## src/design/arpc_pkg.sv

```systemverilog
`timescale 1ns / 1ps

package arpc_pkg;

    localparam int TABLE_ENTRIES = 32;

    localparam logic FUNC_ADD    = 1'b0;
    localparam logic FUNC_LOOKUP = 1'b1;

    typedef struct packed {
        logic        func;
        logic [31:0] ip;
        logic [47:0] mac;
    } t_req;

    typedef struct packed {
        logic        done;
        logic        hit;
        logic [47:0] mac;
        logic        stored;
    } t_res;

endpackage

```

## src/design/arp_cache_table.sv

```systemverilog
`timescale 1ns / 1ps
// ARP cache: maps IPv4 addresses to MAC addresses in a fully associative table.
// Input stream: tuser carries the operation (add or lookup), tdata carries the
// address and, for an add, the MAC to store. Output stream: one word per input
// word with the hit flag, the found MAC and the stored flag.
// Entries live in a row of cells. An accepted word launches a probe token into
// the first cell, and the token moves one cell per cycle until a cell holds the
// address or is still free, or it falls off the end of a full table.
// The result is registered once the token stops in a cell or falls off the end
// of the table. One word is in the table at a time, and the input opens again in
// the same cycle that the result is registered.
// A new word is accepted while a finished result still waits at the output.
// When the receiver stalls with a result pending, the token holds its place and
// the table does not change until the pending word is taken.
// Reset clears every valid mark, so the table starts empty and ready at once.
module arp_cache_table (
    input  logic        i_clk,
    input  logic        i_rst_n,
    input  logic        i_s_tvalid,
    output logic        o_s_tready,
    input  logic [79:0] i_s_tdata,  // key_ip[31:0], new_mac[79:32]
    input  logic        i_s_tuser,  // func[0]
    output logic        o_m_tvalid,
    input  logic        i_m_tready,
    output logic [55:0] o_m_tdata   // hit[0], found_mac[48:1], stored[49], zero[55:50]
);
    import arpc_pkg::*;

    logic                   r_busy;
    t_req                   r_req;
    logic                   r_out_valid;
    t_res                   r_out;
    logic                   w_accept;
    logic                   w_hold;
    logic                   w_full;
    logic                   w_done;
    t_res                   w_res;
    logic [TABLE_ENTRIES:0] w_tok;
    t_res                   w_cell_res [TABLE_ENTRIES];
    logic [TABLE_ENTRIES-1:0] w_done_vec;

    assign w_accept   = i_s_tvalid && o_s_tready;
    assign w_hold     = r_out_valid && !i_m_tready;
    assign o_s_tready = !r_busy;
    assign w_tok[0]   = w_accept;
    assign w_full     = w_tok[TABLE_ENTRIES];

    genvar g;
    generate
        for (g = 0; g < TABLE_ENTRIES; g++) begin : g_cell
            arpc_cell u_cell (
                .i_clk   (i_clk),
                .i_rst_n (i_rst_n),
                .i_hold  (w_hold),
                .i_tok   (w_tok[g]),
                .i_req   (r_req),
                .o_tok   (w_tok[g+1]),
                .o_res   (w_cell_res[g])
            );
            assign w_done_vec[g] = w_cell_res[g].done;
        end
    endgenerate

    always_comb begin
        w_res = '0;
        for (int i = 0; i < TABLE_ENTRIES; i++) begin
            w_res = w_res | w_cell_res[i];
        end
        w_done = w_res.done || w_full;
    end

    always_ff @(posedge i_clk) begin
        if (!i_rst_n) begin
            r_busy      <= 1'b0;
            r_out_valid <= 1'b0;
        end else begin
            if (w_accept) begin
                r_busy <= 1'b1;
            end else if (w_done) begin
                r_busy <= 1'b0;
            end
            if (w_done) begin
                r_out_valid <= 1'b1;
            end else if (i_m_tready) begin
                r_out_valid <= 1'b0;
            end
        end
    end

    always_ff @(posedge i_clk) begin
        if (w_accept) begin
            r_req.func <= i_s_tuser;
            r_req.ip   <= i_s_tdata[31:0];
            r_req.mac  <= i_s_tdata[79:32];
        end
        if (w_done) begin
            r_out <= w_res;
        end
    end

    assign o_m_tvalid = r_out_valid;
    assign o_m_tdata  = {6'd0, r_out.stored, r_out.mac, r_out.hit};

    a_one_probe: assert property (@(posedge i_clk) disable iff (!i_rst_n)
        $onehot0({w_full, w_done_vec}))
        else $error("more than one cell resolved the same probe");

    a_done_busy: assert property (@(posedge i_clk) disable iff (!i_rst_n)
        w_done |-> r_busy)
        else $error("result produced with no word in the table");

    a_no_lost_result: assert property (@(posedge i_clk) disable iff (!i_rst_n)
        w_done |-> (!r_out_valid || i_m_tready))
        else $error("result overwrote a pending output word");

    a_hit_excl: assert property (@(posedge i_clk) disable iff (!i_rst_n)
        r_out_valid |-> !(r_out.hit && r_out.stored))
        else $error("result flagged both hit and stored");

    a_accept_busy: assert property (@(posedge i_clk) disable iff (!i_rst_n)
        w_accept |=> r_busy)
        else $error("accepted word did not start a probe");

endmodule

```

## src/design/arpc_cell.sv

```systemverilog
`timescale 1ns / 1ps

module arpc_cell (
    input  logic           i_clk,
    input  logic           i_rst_n,
    input  logic           i_hold,
    input  logic           i_tok,
    input  arpc_pkg::t_req i_req,
    output logic           o_tok,
    output arpc_pkg::t_res o_res
);
    import arpc_pkg::*;

    logic        r_tok;
    logic        r_valid;
    logic [31:0] r_ip;
    logic [47:0] r_mac;
    logic        n_tok;
    logic        w_match;
    logic        w_act;
    logic        w_resolve;
    logic        w_write;

    // The probe stops here on a free entry or a matching one; free entries
    // only follow the valid ones, so a free entry also ends a lookup.
    always_comb begin
        w_match   = r_valid && (r_ip == i_req.ip);
        w_act     = r_tok && !i_hold;
        w_resolve = !r_valid || w_match;
        w_write   = w_act && w_resolve && (i_req.func == FUNC_ADD);
        n_tok     = (r_tok && i_hold) || i_tok;
        o_tok     = w_act && !w_resolve;

        o_res.done   = w_act && w_resolve;
        o_res.hit    = w_act && w_match && (i_req.func == FUNC_LOOKUP);
        o_res.mac    = o_res.hit ? r_mac : 48'd0;
        o_res.stored = w_write;
    end

    always_ff @(posedge i_clk) begin
        if (!i_rst_n) begin
            r_tok   <= 1'b0;
            r_valid <= 1'b0;
        end else begin
            r_tok <= n_tok;
            if (w_write) begin
                r_valid <= 1'b1;
            end
        end
    end

    always_ff @(posedge i_clk) begin
        if (w_write) begin
            r_ip  <= i_req.ip;
            r_mac <= i_req.mac;
        end
    end

endmodule

```

## config.mk

```make
export PLATFORM = sky130hd
export DESIGN_NAME = arp_cache_table
export DESIGN_NICKNAME = d
export VERILOG_FILES = /design/src/design/arpc_pkg.sv /design/src/design/arp_cache_table.sv /design/src/design/arpc_cell.sv
export SDC_FILE = /design/constraint.sdc
export NUM_CORES = 2
export LEC_CHECK = 0
export BUFFER_PORTS_ARGS = -buffer_cell sky130_fd_sc_hd__clkbuf_2
export CAP_MARGIN = 5
export CORE_MARGIN = 3
export CORE_UTILIZATION = 60
export DETAILED_ROUTE_END_ITERATION = 8
export PLACE_DENSITY_LB_ADDON = 0.15
export SYNTH_ARGS = -nofsm -noshare
export SYNTH_HDL_FRONTEND = slang
export SYNTH_SLANG_ARGS = --single-unit
```

## constraint.sdc

```tcl
create_clock -name i_clk -period 10.7 [get_ports i_clk]
set_clock_uncertainty 0.15 [all_clocks]
set_input_delay 2.675 -clock i_clk [delete_from_list [all_inputs] [get_ports i_clk]]
set_output_delay 2.675 -clock i_clk [all_outputs]
set_load 0.02 [all_outputs]
```

# --- Yosys cells after proc, flatten, opt, wreduce, memory -nomap -nowiden ---
# Cells that the tools add are included.
word_totals:
  regBits: 2757
  input_bits: 85
  output_inout_bits: 58
  elab_cells: 628
classes:
  n_eq_ne: 32
  muxes: 36
  bitwise: 32
  reduce_logical: 392
op_table:
  columns: ["cell", "count"]
  rows:
  - ["$or A51 B51 Y51", 31]
  - ["$mux W48", 32]
  - ["$eq A32 B32 Y1", 32]
  - ["$logic_and A1 B1 Y1", 258]
  - ["$logic_not A1 Y1", 67]
  - ["$logic_or A1 B1 Y1", 65]
  - ["$mux W1", 4]
  - ["$reduce_bool A2 Y1", 2]
  - ["$not A1 Y1", 1]

# --- Logic depth before layout (Yosys ltp) ---
depth:
  depth_word: 41
  ltp_mapped: 13
  depth_no_buf: 9

# --- Cells and area by module ---
# A second synthesis with hierarchy kept.
unflattened:
  hier_cells: 6822
  hier_area_um2: 110093.1
modules_own_cells:
  columns: ["mod", "instances", "cells_each", "area_per_inst_um2"]
  rows:
  - ["arpc_cell", 32, 191, 3203.1]
  - ["arp_cache_table", 1, 710, 7594.8]

# --- Least setup slack after synthesis ---
# Ideal clock, no wire load.
synth_path:
  kind: "input port to flip-flop"
  start: "input i_m_tready"
  end: "register r_out (netlist bit o_m_tdata[49]), data pin"
  setup_time_ns: 0.130
  arrival_ns: 9.647
  t_required_ns: 10.420
  path_slack_ns: 0.774
  cell_stages: 6
  n_path_buf: 1
  path_cell_list: "nand2b_1 -> nand2b_1 -> clkbuf_1 -> a211oi_1 -> or3_1 -> a211o_1"
synth_rtl:
  columns: ["item", "line", "text"]
  rows:
  - ["from (decl)", "arp_cache_table.sv:24", "input logic i_m_tready,"]
  - ["to (signal assigned)", "arp_cache_table.sv:97", "r_out <= w_res;"]
  - ["to (decl)", "arp_cache_table.sv:32", "t_res r_out;"]

# --- Final worst setup path ---
layout_path:
  start: "register r_req[52] in the netlist's numbering"
  end: "register r_out (netlist bit o_m_tdata[48]) (enable)"
layout_via:
  elab_chain_cells: 36
  elab_cells_between_ends: 162
  cone_classes: "eq/ne: 32; bitwise: 31; reduce/logical: 99"
layout_lines:
  columns: ["item", "line", "text"]
  rows:
  - ["from (decl)", "arp_cache_table.sv:30", "t_req r_req;"]
  - ["$eq A32 B32 Y1", "arpc_cell.sv:27", "w_match = r_valid && (r_ip == i_req.ip);"]
  - ["$logic_and A1 B1 Y1", "arpc_cell.sv:27", null]
  - ["$logic_or A1 B1 Y1", "arpc_cell.sv:29", "w_resolve = !r_valid || w_match;"]
  - ["$logic_and A1 B1 Y1", "arpc_cell.sv:34", "o_res.done = w_act && w_resolve;"]
  - ["$or A51 B51 Y51 (31 in a row)", "arp_cache_table.sv:67", "w_res = w_res | w_cell_res[i];"]
  - ["$logic_or A1 B1 Y1 *", "arp_cache_table.sv:69", "w_done = w_res.done || w_full;"]
  - ["via w_done", "arp_cache_table.sv:36", "logic w_done;"]
# The timed path passes the listed nets; every way through them passes the cells marked *.
# A chain may end at the register's enable or synchronous reset.

==> run metrics <==
area share of the largest cell type after synthesis=around 77%; final setup fails=0; number of post-CTS setup repair buffers=0; H-tree Lvls=5; IO buf count=between 100 and 150; top-level I/O count=around 140; Slew Viols, Final=0; Tot Pwr=22.17 mW; critical path fanouts, max=26; share of cells above drive strength 1=12.55%; Clock Tree Root=clkbuf_16; Worst setup SP type=flop; Setup CP Type=flop to flop; final hold slack=between 0.3 and 0.4 ns; final WL=287700 microns; clk sinks=about 2800; Starting Density=60.70%; non-filler instance count after layout=8546; Hold Crit Class=flop to flop; Die Area=about 180000 sq um; Clock Path Buffers=4; CP delay by family, top=buffers and inverters; vias in the first global route=55710; Hold Vio Cnt, Final=0; # rows=roughly 150; remaining antenna violation count=0; Synth Cell Area=104700 sq um; Post-Route Setup TNS=0 ns; critical path's slowest cell=edfxtp_1; Critical Path AT=6.65 ns; top_reg_cell synth=edfxtp_1; Power Density=approximately 190 nW/um^2; reg-to-reg slack, setup=around 4.4 ns; EDFF count, synth=roughly 2700; fin util=between 60% and 70%; 1st-iter DRT viols=between 8000 and 9000; Post-Synthesis Cells=5737; first-pass GRT wire length=~400000 microns; P&R area growth vs syn=11.84%; routability cong.=~0.84; leading post-synthesis cells by cell area=edfxtp_1 (77%), xor2_1 (5.8%), a22oi_1 (2.9%); #FFs+latches synth=~2800; total gr overflow=0; worst relative slew slack=between 10% and 20%; Pleak=~37 nW; post-synth top area cell=edfxtp_1; CP required=11.07 ns; fmax=159.3 MHz; vias per cell=~6.7; CP Capture Type=flop; Max VDD drop=0.0001559 V; Die W=~420 microns; worst stage delay on the critical path=0.91 ns; DR WL/cell=around 34 microns; synth warn=0; Core Footprint=between 150000 and 200000 sq um; measured slew at the worst slew-check pin=1.325 ns; GRT Util Overall=32.05%; Final min period=approximately 6.3 ns; RSZ-0062 raised after global routing=false; largest net degree at the start of global routing=67; DIE HEIGHT=approximately 420 microns; max cap viols=0; worst path cell trace=buf_4, buf_4, xnor2_1, nand4_1, nor4_1, nand2_1, a21bo_2, nand3_1, nor4_1, a31oi_4, buf_4, buf_4; Yosys cell types=48; Critical path buffers and inverters=4; most frequent CP cell=buf_4; sequential share of the synthesized area=about four fifths; fin crit share=about three fifths; initial antenna violation count=1; DRC=0; Post-Syn Area per Cell=between 15 and 20 sq um; run status=completed; cts repair resizes=0; CTS Hold Buffers Added=0; vias=57520; 1st-pass router iterations=6; placed cells=slightly above 8000; Reg clk slew, reported paths=0.06 ns; Final Net Count=between 6000 and 7000; total CTS buffers=288; clk_lat worst skew=just over 0.9 ns; dpl hpwl=around 140000 microns; CTS tree=yes; asr flop ratio synth=0%
## sequential cells by signal (all words and copies together), names as in the netlist
register               cells
o_m_tvalid                 1
g_cell.u_cell.r_ip      1024
o_m_tdata                 50
g_cell.u_cell.r_tok       32
g_cell.u_cell.r_valid     32
r_req                     81
r_busy                     1
g_cell.u_cell.r_mac     1536
## metrics by stage
step	area [sq um]	setup WS, ns
5_1_grt	117100	4.361
2_1_floorplan	104700	0.7735
3_3_place_gp	108300	3.920
3_5_place_dp	108300	3.823
4_1_cts	117100	4.536
6_report	117100	4.421
## final cells by class
type	count	area, sq um
Clock buffer	368	7777
Sequential cell	2757	82130
Tap cell	2310	2890
Clock inverter	112	963.4
Fill cell	11050	55400
Inverter	3	11.26
Timing Repair Buffer	324	2287
Multi-Input combinational cell	2668	21030
Antenna cell	4	10.01
## placed cells by master, fill, tap and decap left out, types with 10 or more instances in the layout
master	netlist	final
edfxtp_1	2691	2691
xor2_1	696	696
a22oi_1	401	401
xnor2_1	328	328
clkbuf_16	0	296
nand4_1	281	281
nor4_1	204	203
a22o_1	184	184
a221oi_1	184	184
buf_4	133	173
clkbuf_2	0	136
nand2_1	84	83
dfxtp_1	66	66
clkbuf_1	33	62
clkinv_1	0	47
or3_1	42	42
clkinv_2	0	40
o21a_1	31	31
nor2_4	0	27
nand3_1	23	23
o21ai_0	22	22
a21boi_0	20	20
nor3_4	3	19
bufinv_16	0	17
nor2_1	43	16
nor3_1	15	15
a21oi_1	15	15
nor2b_1	17	15
buf_12	3	14
nor4_4	0	13
clkbuf_8	0	10
## per-layer routing
layer | global-route usage, % | vias to the layer above | wire length [microns]
met5 | 0 | - | 18
met4 | 13.39 | 2 | 13830
met3 | 6.577 | 813 | 35580
met2 | 48.84 | 4016 | 130800
met1 | 45.75 | 29210 | 107500
li1 | - | 23480 | -
## worst register-to-register path: cells and delay by family (launching register included)
| family | cells | cell delay [ns] |
|---|---|---|
| buf+inv | 4 | 2.36 |
| xor+xnor | 1 | 0.25 |
| flops | 1 | 0.91 |
| compound gates | 2 | 0.57 |
| simple gates | 5 | 1.64 |
## cell usage after synthesis (2+ instances only)
master	count
nor3_1	15
a21boi_0	20
nand2_2	2
nor2_1	43
a22oi_1	401
nor3_2	16
buf_2	126
xnor2_1	328
nor4_2	13
or2_2	8
edfxtp_1	2691
dfxtp_1	66
a21bo_2	6
a22o_1	184
nand2b_1	2
a21oi_1	15
nor3_4	3
nand3_1	23
or3_1	42
buf_4	133
xor2_1	696
nand2_1	84
a221oi_1	184
buf_6	13
buf_8	5
clkbuf_1	33
inv_1	3
buf_12	3
nor4_1	204
nand4_1	281
o21ai_0	22
and2_1	3
nor2b_1	17
or4_1	8
o21a_1	31
## path summary, 6_finish.rpt
kind,start,end,depth (start not counted)
max,r_req[52],o_m_tdata[48],12
min,g_cell[27].u_cell.r_valid,g_cell[27].u_cell.r_valid,1
max reg2reg,r_req[52],o_m_tdata[48],12
min reg2reg,g_cell[27].u_cell.r_valid,g_cell[27].u_cell.r_valid,1
## cell families after synthesis
| logic type | after synthesis | share of synthesized area, % |
|---|---|---|
| DFF | 2757 | 78.44 |
| AOI/OAI and AO/OA | 870 | 6.610 |
| buffers and inverters | 317 | 1.957 |
| and+or+nand+nor | 768 | 4.419 |
| xor gates and xnor gates | 1024 | 8.566 |
| other | 1 | 0.003582 |
## where the power goes
group          switching [mW]  internal [mW]  leakage (nW)  total [mW]
sequential              0.139           12.0          24.8        12.1
clock                    3.91           5.51          4.29        9.42
combinational           0.454          0.192          8.37       0.646
(Power assumes the default switching activity.)
